[config.mk]
export PLATFORM = sky130hd
export DESIGN_NAME = track_element_mfm_cell_builder_flat
export DESIGN_NICKNAME = d
export VERILOG_FILES = /design/src/hdl/mfmcb_pkg.sv /design/src/hdl/mfmcb_if.sv /design/src/hdl/track_element_mfm_cell_builder.sv /design/src/flat_wrapper.sv
export SDC_FILE = /design/constraint.sdc
export NUM_CORES = 1
export LEC_CHECK = 0
export CAP_MARGIN = 30
export CORE_MARGIN = 2
export CORE_UTILIZATION = 55
export CTS_CLUSTER_DIAMETER = 80
export CTS_CLUSTER_SIZE = 16
export DETAILED_ROUTE_END_ITERATION = 16
export DONT_BUFFER_PORTS = 1
export GPL_TIMING_DRIVEN = 0
export MAX_ROUTING_LAYER = met4
export PLACE_DENSITY_LB_ADDON = 0.12
export SLEW_MARGIN = 0
export SYNTH_ARGS = -nofsm -noshare
export SYNTH_HDL_FRONTEND = slang
export SYNTH_SLANG_ARGS = --single-unit
[constraint.sdc]
create_clock -name clock -period 6.31 [get_ports clock]
set_input_delay 0.9465 -clock clock [delete_from_list [all_inputs] [get_ports clock]]
set_output_delay 0.9465 -clock clock [all_outputs]
set_load 0.05 [all_outputs]
[src/hdl/mfmcb_pkg.sv]
// Package for the MFM cell builder: field widths, operation, element and status codes,
// and the byte-to-MFM encoding function. No dependencies.
package mfmcb_pkg;

   // Width of the cell position and length counters.
   localparam int CellCountBits = 20;
   localparam int OpBits        = 3;
   localparam int KindBits      = 3;
   localparam int StatusBits    = 3;
   localparam int CountBits     = 5;

   // Operation codes carried by a request transaction.
   localparam logic [OpBits-1:0] OP_TRACK_START = 3'd0;
   localparam logic [OpBits-1:0] OP_BLOCK_START = 3'd1;
   localparam logic [OpBits-1:0] OP_ELEMENT     = 3'd2;
   localparam logic [OpBits-1:0] OP_FUZZY       = 3'd3;
   localparam logic [OpBits-1:0] OP_BLOCK_END   = 3'd4;
   localparam logic [OpBits-1:0] OP_TRACK_END   = 3'd5;

   // Element kinds.
   localparam logic [KindBits-1:0] KIND_SYNC = 3'd1;
   localparam logic [KindBits-1:0] KIND_DATA = 3'd2;
   localparam logic [KindBits-1:0] KIND_GAP  = 3'd3;
   localparam logic [KindBits-1:0] KIND_RAW  = 3'd4;

   // Status codes; anything but ST_OK is sticky until the next track start.
   localparam logic [StatusBits-1:0] ST_OK       = 3'd0;
   localparam logic [StatusBits-1:0] ST_OVERFLOW = 3'd1;
   localparam logic [StatusBits-1:0] ST_BLOCK    = 3'd2;
   localparam logic [StatusBits-1:0] ST_ODD_GAP  = 3'd3;
   localparam logic [StatusBits-1:0] ST_BAD_TYPE = 3'd4;
   localparam logic [StatusBits-1:0] ST_TRACK    = 3'd5;

   localparam logic [CountBits-1:0] COUNT_NONE = 5'd0;
   localparam logic [CountBits-1:0] COUNT_RAW  = 5'd8;
   localparam logic [CountBits-1:0] COUNT_MFM  = 5'd16;

   typedef logic [CellCountBits-1:0] cell_cnt_type;

   // Encodes one byte, MSB first, into 16 MFM cells (clock, data pairs). The clock
   // cell is set when the previous and the current data bit are both zero.
   function automatic logic [15:0] mfm_encode(input logic [7:0] value, input logic prev_bit);
      logic [15:0] acc;
      logic        prev;
      acc  = '0;
      prev = prev_bit;
      for (int i = 7; i >= 0; i--) begin
         acc[2*i+1] = ~prev & ~value[i];
         acc[2*i]   = value[i];
         prev       = value[i];
      end
      return acc;
   endfunction

endpackage

[src/hdl/mfmcb_if.sv]
// Request and response channel interfaces of the MFM cell builder.
// Depends on mfmcb_pkg for field widths.
interface mfmcb_req_if import mfmcb_pkg::*; ();
   logic                  valid;
   logic                  ready;
   logic [OpBits-1:0]     op;
   logic [19:0]           track_cells;
   logic [19:0]           block_cells;
   logic [19:0]           gap_cells;
   logic [KindBits-1:0]   elem_kind;
   logic [7:0]            value_byte;
   logic [19:0]           fuzzy_cells;

   modport source (output valid, op, track_cells, block_cells, gap_cells, elem_kind,
                   value_byte, fuzzy_cells, input ready);
   modport sink   (input valid, op, track_cells, block_cells, gap_cells, elem_kind,
                   value_byte, fuzzy_cells, output ready);
endinterface

interface mfmcb_rsp_if import mfmcb_pkg::*; ();
   logic                  valid;
   logic                  ready;
   logic [15:0]           cells;
   logic [CountBits-1:0]  cell_count;
   logic [19:0]           run_cells;
   logic                  run_is_gap;
   logic                  gap_first_cell;
   logic [StatusBits-1:0] status;
   logic                  track_done;

   modport source (output valid, cells, cell_count, run_cells, run_is_gap, gap_first_cell,
                   status, track_done, input ready);
   modport sink   (input valid, cells, cell_count, run_cells, run_is_gap, gap_first_cell,
                   status, track_done, output ready);
endinterface

[src/hdl/track_element_mfm_cell_builder.sv]
// Each response is registered: it appears in the cycle after its request transaction is accepted.
// Throughput: one transaction per cycle; the response register is refilled in the same
// cycle it is drained, so the request side only stalls while a response waits unread.
// Reset (synchronous, active high) clears all track state, the sticky error and the
// response valid flag.
module track_element_mfm_cell_builder
   import mfmcb_pkg::*;
(
   input  logic         clock,
   input  logic         reset,
   mfmcb_req_if.sink    req_chan,
   mfmcb_rsp_if.source  rsp_chan
);

   // Track state. All of it updates at the edge that accepts a request, so the next
   // request sees it immediately.
   cell_cnt_type           cell_pos_ff,    cell_pos_in;
   cell_cnt_type           block_start_ff, block_start_in;
   cell_cnt_type           exp_track_ff,   exp_track_in;
   cell_cnt_type           exp_block_ff,   exp_block_in;
   logic                   last_bit_ff,    last_bit_in;
   logic [StatusBits-1:0]  err_ff,         err_in;

   // Response register.
   logic                   rsp_valid_ff;
   logic [15:0]            cells_ff,       cells_in;
   logic [CountBits-1:0]   count_ff,       count_in;
   logic [19:0]            run_ff,         run_in;
   logic                   is_gap_ff,      is_gap_in;
   logic                   first_ff,       first_in;
   logic                   done_ff,        done_in;

   logic                   accept;
   cell_cnt_type           need;
   logic [CellCountBits:0] need_sum;
   logic                   overflow;
   cell_cnt_type           used;
   logic                   raw_kind;
   logic                   mfm_kind;

   // The response register can take a new result whenever it is empty or being read.
   assign req_chan.ready = ~rsp_valid_ff | rsp_chan.ready;
   assign accept         = req_chan.valid & req_chan.ready;

   assign raw_kind = (req_chan.elem_kind == KIND_SYNC) || (req_chan.elem_kind == KIND_RAW);
   assign mfm_kind = (req_chan.elem_kind == KIND_DATA) || (req_chan.elem_kind == KIND_GAP);

   // Number of cells the current request wants to append. Only one of them is live
   // per operation, so a single adder and compare serves the overflow check.
   always_comb begin
      case (req_chan.op)
         OP_ELEMENT:   need = mfm_kind ? cell_cnt_type'(16) : cell_cnt_type'(8);
         OP_FUZZY:     need = cell_cnt_type'(req_chan.fuzzy_cells);
         OP_BLOCK_END: need = cell_cnt_type'(req_chan.gap_cells);
         default:      need = '0;
      endcase
   end

   assign need_sum = {1'b0, cell_pos_ff} + {1'b0, need};
   assign overflow = need_sum > {1'b0, exp_track_ff};
   assign used     = cell_pos_ff - block_start_ff;

   always_comb begin
      cell_pos_in    = cell_pos_ff;
      block_start_in = block_start_ff;
      exp_track_in   = exp_track_ff;
      exp_block_in   = exp_block_ff;
      last_bit_in    = last_bit_ff;
      err_in         = err_ff;
      cells_in       = '0;
      count_in       = COUNT_NONE;
      run_in         = '0;
      is_gap_in      = 1'b0;
      first_in       = 1'b0;
      done_in        = 1'b0;

      if (req_chan.op == OP_TRACK_START) begin
         // A new track wipes everything, including a sticky error.
         cell_pos_in    = '0;
         block_start_in = '0;
         exp_block_in   = '0;
         last_bit_in    = 1'b0;
         err_in         = ST_OK;
         exp_track_in   = cell_cnt_type'(req_chan.track_cells);
      end else if (err_ff == ST_OK) begin
         case (req_chan.op)
            OP_BLOCK_START: begin
               block_start_in = cell_pos_ff;
               exp_block_in   = cell_cnt_type'(req_chan.block_cells);
            end
            OP_ELEMENT: begin
               if (!raw_kind && !mfm_kind) begin
                  err_in = ST_BAD_TYPE;
               end else if (overflow) begin
                  err_in = ST_OVERFLOW;
               end else if (raw_kind) begin
                  // Sync and raw bytes go out unencoded; their last cell is the context.
                  cells_in    = {req_chan.value_byte, 8'h00};
                  count_in    = COUNT_RAW;
                  last_bit_in = req_chan.value_byte[0];
                  cell_pos_in = need_sum[CellCountBits-1:0];
               end else begin
                  cells_in    = mfm_encode(req_chan.value_byte, last_bit_ff);
                  count_in    = COUNT_MFM;
                  last_bit_in = req_chan.value_byte[0];
                  cell_pos_in = need_sum[CellCountBits-1:0];
               end
            end
            OP_FUZZY: begin
               if (overflow) begin
                  err_in = ST_OVERFLOW;
               end else begin
                  run_in      = req_chan.fuzzy_cells;
                  cell_pos_in = need_sum[CellCountBits-1:0];
               end
            end
            OP_BLOCK_END: begin
               // Block length is checked before the gap is considered at all.
               if (used != exp_block_ff) begin
                  err_in = ST_BLOCK;
               end else if (req_chan.gap_cells != '0) begin
                  if (overflow) begin
                     err_in = ST_OVERFLOW;
                  end else if (req_chan.gap_cells[0]) begin
                     err_in = ST_ODD_GAP;
                  end else begin
                     run_in      = req_chan.gap_cells;
                     is_gap_in   = 1'b1;
                     first_in    = ~last_bit_ff;
                     last_bit_in = 1'b0;
                     cell_pos_in = need_sum[CellCountBits-1:0];
                  end
               end
            end
            OP_TRACK_END: begin
               if (cell_pos_ff != exp_track_ff) begin
                  err_in = ST_TRACK;
               end else begin
                  done_in = 1'b1;
               end
            end
            default: begin
               // Unused operation codes leave the state untouched.
            end
         endcase
      end
   end

   always_ff @(posedge clock) begin
      if (reset) begin
         cell_pos_ff    <= '0;
         block_start_ff <= '0;
         exp_track_ff   <= '0;
         exp_block_ff   <= '0;
         last_bit_ff    <= 1'b0;
         err_ff         <= ST_OK;
         rsp_valid_ff   <= 1'b0;
      end else begin
         if (accept) begin
            cell_pos_ff    <= cell_pos_in;
            block_start_ff <= block_start_in;
            exp_track_ff   <= exp_track_in;
            exp_block_ff   <= exp_block_in;
            last_bit_ff    <= last_bit_in;
            err_ff         <= err_in;
            rsp_valid_ff   <= 1'b1;
         end else if (rsp_chan.ready) begin
            rsp_valid_ff   <= 1'b0;
         end
      end
   end

   // Response payload; loaded only when a transaction is accepted.
   always_ff @(posedge clock) begin
      if (accept) begin
         cells_ff  <= cells_in;
         count_ff  <= count_in;
         run_ff    <= run_in;
         is_gap_ff <= is_gap_in;
         first_ff  <= first_in;
         done_ff   <= done_in;
      end
   end

   // The status field reports the error code as it stands after the transaction.
   logic [StatusBits-1:0] status_ff;
   always_ff @(posedge clock) begin
      if (accept) begin
         status_ff <= err_in;
      end
   end

   assign rsp_chan.valid          = rsp_valid_ff;
   assign rsp_chan.cells          = cells_ff;
   assign rsp_chan.cell_count     = count_ff;
   assign rsp_chan.run_cells      = run_ff;
   assign rsp_chan.run_is_gap     = is_gap_ff;
   assign rsp_chan.gap_first_cell = first_ff;
   assign rsp_chan.status         = status_ff;
   assign rsp_chan.track_done     = done_ff;

   // A shown response carries no cells, one raw byte or one encoded byte.
   a_cell_count: assert property (@(posedge clock) disable iff (reset)
      rsp_valid_ff |-> (count_ff == COUNT_NONE || count_ff == COUNT_RAW ||
                        count_ff == COUNT_MFM))
      else $error("cell_count outside the legal set");

   // A finished track can only be reported with a clean status.
   a_done_ok: assert property (@(posedge clock) disable iff (reset)
      (rsp_valid_ff && done_ff) |-> (status_ff == ST_OK && count_ff == COUNT_NONE))
      else $error("track_done with error status or cells");

   // A gap run is even, nonzero and never shares a response with cells.
   a_gap_run: assert property (@(posedge clock) disable iff (reset)
      (rsp_valid_ff && is_gap_ff) |-> (run_ff != '0 && !run_ff[0] && count_ff == COUNT_NONE))
      else $error("malformed gap run");

   // Once set, an error freezes the track state until a track start arrives.
   a_sticky: assert property (@(posedge clock) disable iff (reset)
      (accept && err_ff != ST_OK && req_chan.op != OP_TRACK_START) |=>
         (err_ff == $past(err_ff) && cell_pos_ff == $past(cell_pos_ff) && !done_ff))
      else $error("sticky error state changed");

endmodule

[src/flat_wrapper.sv]
// flat-port wrapper written by rule: the top's interface ports become plain ports
module track_element_mfm_cell_builder_flat import mfmcb_pkg::*;
  (clock, reset, req_chan_valid, req_chan_op, req_chan_track_cells, req_chan_block_cells, req_chan_gap_cells, req_chan_elem_kind, req_chan_value_byte, req_chan_fuzzy_cells, req_chan_ready, rsp_chan_valid, rsp_chan_cells, rsp_chan_cell_count, rsp_chan_run_cells, rsp_chan_run_is_gap, rsp_chan_gap_first_cell, rsp_chan_status, rsp_chan_track_done, rsp_chan_ready);
  mfmcb_req_if req_chan_i ();
  mfmcb_rsp_if rsp_chan_i ();
  input  logic clock;
  input  logic reset;
  input wire logic [$bits(req_chan_i.valid)-1:0] req_chan_valid;
  input wire logic [$bits(req_chan_i.op)-1:0] req_chan_op;
  input wire logic [$bits(req_chan_i.track_cells)-1:0] req_chan_track_cells;
  input wire logic [$bits(req_chan_i.block_cells)-1:0] req_chan_block_cells;
  input wire logic [$bits(req_chan_i.gap_cells)-1:0] req_chan_gap_cells;
  input wire logic [$bits(req_chan_i.elem_kind)-1:0] req_chan_elem_kind;
  input wire logic [$bits(req_chan_i.value_byte)-1:0] req_chan_value_byte;
  input wire logic [$bits(req_chan_i.fuzzy_cells)-1:0] req_chan_fuzzy_cells;
  output wire logic [$bits(req_chan_i.ready)-1:0] req_chan_ready;
  output wire logic [$bits(rsp_chan_i.valid)-1:0] rsp_chan_valid;
  output wire logic [$bits(rsp_chan_i.cells)-1:0] rsp_chan_cells;
  output wire logic [$bits(rsp_chan_i.cell_count)-1:0] rsp_chan_cell_count;
  output wire logic [$bits(rsp_chan_i.run_cells)-1:0] rsp_chan_run_cells;
  output wire logic [$bits(rsp_chan_i.run_is_gap)-1:0] rsp_chan_run_is_gap;
  output wire logic [$bits(rsp_chan_i.gap_first_cell)-1:0] rsp_chan_gap_first_cell;
  output wire logic [$bits(rsp_chan_i.status)-1:0] rsp_chan_status;
  output wire logic [$bits(rsp_chan_i.track_done)-1:0] rsp_chan_track_done;
  input wire logic [$bits(rsp_chan_i.ready)-1:0] rsp_chan_ready;
  assign req_chan_i.valid = req_chan_valid;
  assign req_chan_i.op = req_chan_op;
  assign req_chan_i.track_cells = req_chan_track_cells;
  assign req_chan_i.block_cells = req_chan_block_cells;
  assign req_chan_i.gap_cells = req_chan_gap_cells;
  assign req_chan_i.elem_kind = req_chan_elem_kind;
  assign req_chan_i.value_byte = req_chan_value_byte;
  assign req_chan_i.fuzzy_cells = req_chan_fuzzy_cells;
  assign req_chan_ready = req_chan_i.ready;
  assign rsp_chan_valid = rsp_chan_i.valid;
  assign rsp_chan_cells = rsp_chan_i.cells;
  assign rsp_chan_cell_count = rsp_chan_i.cell_count;
  assign rsp_chan_run_cells = rsp_chan_i.run_cells;
  assign rsp_chan_run_is_gap = rsp_chan_i.run_is_gap;
  assign rsp_chan_gap_first_cell = rsp_chan_i.gap_first_cell;
  assign rsp_chan_status = rsp_chan_i.status;
  assign rsp_chan_track_done = rsp_chan_i.track_done;
  assign rsp_chan_i.ready = rsp_chan_ready;
  track_element_mfm_cell_builder u_core (.clock(clock), .reset(reset), .req_chan(req_chan_i), .rsp_chan(rsp_chan_i));
endmodule
---- After elaboration in Yosys (flattened, before gate mapping) ----
Cells that the tools add are included.
Widths: inputs -> output; s select.
word-level totals
  flip-flop bits (word level) ............. 132
  latch bits .............................. 0
  RAM bits ................................ 0
  ROM bits ................................ 0
  bits of input ports ..................... 98
  memories kept ........................... 0
cells by class
  $add $sub $neg .......................... 2
  multipliers ............................. 0
  divide/modulo/power cells ............... 0
  $lt $le $gt $ge ......................... 1
  equal/unequal tests ..................... 17
  shifts and indexed selects .............. 0
  mux-type cells .......................... 48
  bitwise gates (word level) .............. 25
  reductions and logical operators ........ 23
operator list
  operator            count
  $mux 20             19
  $pmux 20 s3         2
  $ne 20x20->1        2
  $pmux 20 s2         1
  $mux 3              9
  $add 20x20->21      1
  $gt 21x20->1        1
  $reduce_bool 20->1  1
  $sub 20x20->20      1
  $mux 16             1
  $not 1->1           15
  $eq 3x2->1 const B  4
  $mux 1              12
  $pmux 3 s4          1
  $reduce_or 6->1     2
  $mux 5              2
  $and 1x1->1         9
  $eq 3x3->1 const B  3
  $ne 3x2->1 const B  3
  $reduce_and 9->1    1
  $reduce_and 8->1    1
  $reduce_or 7->1     1
  $eq 3x1->1 const B  2
  $logic_not 3->1     2
  other kinds (15)    20

---- Longest topological paths before layout ----
  depth after elaboration ................. 12
  depth in mapped cells ................... 28
  depth with buffers taken out ............ 24

---- Worst setup path before layout ----
OpenSTA, ideal clock, no wires.
  path type ............................... input port to flip-flop
  from .................................... input req_chan_op[1]
  to ...................................... register u_core.cell_pos_ff[1]
  setup time .............................. 0.121 ns
  data arrival time ....................... 6.439 ns
  setup slack ............................. -0.250 ns
  cell stages on the path ................. 26
  buffers on the path ..................... 5
  path through ............................ clkbuf_1 -> nor2b_1 -> and2_1 -> clkbuf_1 -> clkbuf_1 -> buf_1 -> nand2_1 -> o21ai_0 -> ha_1 -> a21oi_1 -> nor3_1 -> a211oi_1 -> o21ai_0 -> a41o_1 -> or4b_2 -> nand3_1 -> ha_1 -> nand4_1 -> nor4_1 -> o31ai_1 -> a21oi_1 -> nor3_2 -> o221a_2 -> o21ai_1 -> buf_4 -> mux2_4
on the way
  longest elaborated chain between the ends .. 10
  elaborated cells on any way between the ends .. 24
RTL lines
  what                                                                     line                                   source
  from (decl)                                                              flat_wrapper.sv:9                      input wire logic [$bits(req_chan_i.op)-1:0] req_chan_op;
  parallel branches: the longest is 10 deep, another holds $add 20x20->21  -
  to (signal assigned)                                                     track_element_mfm_cell_builder.sv:160  cell_pos_ff <= cell_pos_in;
  to (decl)                                                                track_element_mfm_cell_builder.sv:17   cell_cnt_type cell_pos_ff, cell_pos_in;
Parallel ways; which one is timed is not known. The select of a mux whose other input is x is not followed.
A chain may end at the register's enable or synchronous reset.

---- Worst setup path in the final report ----
Ends and elaborated chain as after synthesis.

==> metrics.log <==
[metrics] run status: finished, final reports clean
[metrics] final core utilization: a little over three fifths
[metrics] maximum ir drop on the vdd rail: roughly 0.20 mV
[metrics] DIE HEIGHT: 130 um
[metrics] transition at the pin with the smallest max-transition slack: 0.945 ns
[metrics] sequential-to-total area share from yosys stat: approximately 34%
[metrics] clock root buffer master: clkbuf_16
[metrics] DRT Pass-1 Iters: 6
[metrics] dominant combinational cell family by area after synthesis: compound AO/OA/AOI/OAI gates
[metrics] Switching Share: a little under a third
[metrics] final-report setup violation count: 0
[metrics] Clock Pin Slew Worst Setup and Hold Paths: 0.06 ns
[metrics] quantity of I/O buffers inserted on ports: 0
[metrics] CTS tree: done
[metrics] GRT Residual Overflow: 0
[metrics] vias in the first global route: about 7200
[metrics] number of synthesized flops with an enable pin: 44
[metrics] sink count of the clock tree: 129
[metrics] fillers: 1362
[metrics] CP required: roughly 6.6 ns
[metrics] async set-reset flop share out of synthesis: 0%
[metrics] buffers and inverters on the worst path: 5
[metrics] Core Rows: 46
[metrics] Die Wd: around 130 um
[metrics] layout cells sized above 1: 9.12%
[metrics] cell count of the worst hold path: 2
[metrics] Min-Delay Startpoint: u_core.exp_track_ff[17]
[metrics] power share of the combinational group: 18.9%
[metrics] hold worst-path end: u_core.exp_track_ff[17]
[metrics] fraction of post-synthesis cell area in the top cell type by area: 19.4%
[metrics] worst reg2reg path startpoint: u_core.cell_pos_ff[1]
[metrics] Synth Warn #: 0
[metrics] floorplan core area: roughly 16000 um^2
[metrics] routability-driven placement congestion ratio: roughly 0.94
[metrics] most frequent standard cell in the layout excluding fill and tap cells: nor2_1
[metrics] crit path launch type: input port
[metrics] final worst clock skew: 0.0120 ns
[metrics] predominant post-synthesis flop cell: dfxtp_1
[metrics] drt first-iter violations: 636
[metrics] final routed wirelength across all metal layers: 24000 um
[metrics] max-cap viol count: 0
[metrics] cell type contributing the most total cell area after synthesis: dfxtp_1
[metrics] Post-Syn Area per Cell: 8.43 um^2
[metrics] post-synthesis sequential element count: between 100 and 150
[metrics] Flop pwr share: between 30% and 40%
[metrics] post-synthesis share of cell area spent on xor and xnor gates: under 10%
[metrics] final instance count without filler cells: approximately 1300
[metrics] starting utilization of the core area: 55.8%
[metrics] source-to-sink clock delay at the later pin of the worst-skew pair: 0.43 ns
[metrics] total die area: between 15000 and 20000 um^2
[metrics] Arr. time, crit path: 6.43 ns
[metrics] hold violation total from the final report: 0
[metrics] r2r endpoint: u_core.cell_pos_ff[1]
[metrics] ANT nets after route: 0
[metrics] number of H-tree branching levels: 4
[metrics] time the worst path needs with I/O delays and setup: 6.12 ns
[metrics] maximum number of pins on one net before global-route repair: 47
[metrics] most frequent cells in the layout: nor2_1 (99), nand2_1 (94), dfxtp_1 (85)
[metrics] stage delay of the slowest cell on the critical path: 0.65 ns
[metrics] slowest stage cell, crit path: or4b_2
[metrics] Num CTS Buffers: 17
[metrics] reg-to-reg slack, setup: 1.30 ns
[metrics] Placed Instances: 1259
[metrics] clock group share of total power: 41.7%
[metrics] power density of the placed cells: between 200 and 250 nW/um^2
[metrics] smallest hold slack: 0.484 ns
[metrics] GRT Resource Usage Total: between 20% and 30%
[metrics] DRC: 0
[metrics] depth of the worst register-to-register path: 19
[metrics] nets: 1232
[metrics] antenna violations before repair: 0
[metrics] post-synthesis adder-cell area fraction: 8.87%
[metrics] timing-limited maximum frequency: 0.163 GHz
[metrics] synthesized area: roughly 8800 um^2
[metrics] distinct cell type count of the synthesized netlist: 75
[metrics] global-route wire length before repair: around 37000 um
[metrics] area added between synthesis and finish: 13.2%
[metrics] switching component of the power: 755 uW
[metrics] hold-fix buffer count after cts: 0
[metrics] number of max-slew violations in the final report: 0
[metrics] number of ports placed on the die boundary: roughly 150
[metrics] setup total negative slack: 0 ns
[metrics] post-synthesis mux area share: 2.57%
[metrics] post-layout power: ~2400 uW
[metrics] part of the cycle the worst path needs: 97.0%
[metrics] post-synthesis compound-gate area fraction: 21.7%
[metrics] cell types occupying the most area after synthesis: dfxtp_1 (19%), edfxtp_1 (15%), ha_1 (8.4%)
[metrics] diode count: 0
[metrics] via/cell ratio: a little over 6
[metrics] CP delay by family, top: simple AND/OR/NAND/NOR gates
[metrics] Cells after Synth: 1041
[metrics] headroom to the max-slew limit: 36.9%
[metrics] via total after detailed routing: 7930
[metrics] total internal power: 1690 uW
[metrics] standby leakage power: 0.00395 uW
[metrics] per-cell routed wire length: 18.5 um
[metrics] worst-path maximum fanout: 10
[metrics] buffer depth of the longest clock path: 2
[metrics] synthesized-area fraction occupied by and/or/nand/nor cells: 20.9%
[metrics] half-perimeter wire length after placement: 18400 um
[metrics] path type of the worst setup path: in -> reg
[metrics] critical path capture point type: flip-flop
[metrics] class of the tightest hold or removal check: reg -> reg
==> cell type report <==
class | instances | area (um^2) | share of cell area [%]
Buffer | 53 | 267 | 2.68
Sequential cell | 129 | 3020 | 30.4
Inverter | 59 | 221 | 2.23
Timing Repair Buffer | 12 | 103 | 1.03
Clock inverter | 15 | 181 | 1.83
Clock buffer | 17 | 425 | 4.28
Tap cell | 216 | 270 | 2.72
Multi-Input combinational cell | 801 | 5440 | 54.8
==> per-stage QoR <==
| stage | setup slack (ns) | instance area, um^2 |
|---|---|---|
| 2_1_floorplan | 0.0675 | 8790 |
| 3_3_place_gp | -1.50 | 9060 |
| 3_5_place_dp | -1.50 | 9060 |
| 4_1_cts | 0.0217 | 9810 |
| 5_1_grt | -0.0288 | 9930 |
| 6_report | 0.190 | 9930 |
==> tightest hold or removal path, cell delays in order (launching register included) <==
cell	delay, ns
dfxtp_1	0.33
nand2_1	0.06
a21oi_1	0.05
==> Yosys cell counts (8+ instances only) <==
master / number
nand2_1: 94
o21a_1: 11
nor2_1: 101
mux2i_1: 21
ha_1: 59
a22oi_1: 48
inv_1: 59
a21o_1: 17
edfxtp_1: 44
nor3_1: 26
nand2b_1: 25
a22o_1: 20
nor4_1: 14
a21oi_1: 78
nand4_1: 12
a211oi_1: 14
and2_1: 9
xor2_1: 21
clkbuf_1: 44
xnor2_1: 40
a31oi_1: 8
dfxtp_1: 85
nand3_1: 52
o21ai_0: 21
nor2b_1: 12
==> worst max path at each step <==
stage | depth (start not counted) | slack (ns) | startpoint | end
after floorplan | 26 | 0.07 | req_chan_op[1] | u_core.cell_pos_ff[1]
after global placement | 26 | -1.50 | req_chan_op[1] | u_core.cell_pos_ff[1]
after detailed placement | 26 | -1.50 | req_chan_op[1] | u_core.cell_pos_ff[1]
after CTS | 24 | 0.02 | req_chan_op[1] | u_core.cell_pos_ff[1]
after global routing | 27 | -0.03 | req_chan_op[1] | u_core.cell_pos_ff[1]
final | 26 | 0.19 | req_chan_op[1] | u_core.cell_pos_ff[1]
==> flip-flops by register name, indices dropped and copies added (netlist names) <==
name / flops
u_core.rsp_chan.status: 3
u_core.rsp_chan.track_done: 1
u_core.last_bit_ff: 1
u_core.err_ff: 3
u_core.exp_track_ff: 20
u_core.rsp_chan.run_is_gap: 1
u_core.rsp_chan.valid: 1
u_core.rsp_chan.cells: 16
u_core.rsp_chan.gap_first_cell: 1
u_core.rsp_chan.run_cells: 20
u_core.cell_pos_ff: 20
u_core.exp_block_ff: 20
u_core.block_start_ff: 20
u_core.rsp_chan.cell_count: 2
==> power groups by stage <==
stage               registers (uW)  logic [uW]  clock network [uW]
global placement               984         402                   0
global route                   969         502                1060
floorplan                      977         316                   0
detailed placement             984         408                   0
finish                         966         461                1020
CTS                            966         434                1030
==> logic make-up after synthesis <==
group	count (synthesis)
simple gates	376
fa+ha+maj	61
other cells	1
xor+xnor	62
flops	129
compound gates	277
mux	22
buf+inv	113
==> per-layer routing <==
metal | GRT usage (%) | part of all wire (%) | wire length (um)
met5 | - | 0 | 0
met4 | 7.84 | 1.4 | 344
met3 | 6.07 | 7.2 | 1740
met2 | 45.3 | 47 | 11200
met1 | 38.5 | 45 | 10800
==> what timing repair did <==
action | in CTS | in global routing
pin swaps | 5 | 11
cloned | 0 | 0
setup buffers | 5 | 7
setup endpoints to repair | 65 | 64
gates resized for setup | 27 | 35
No activity file was read; power rests on OpenSTA's default activity.
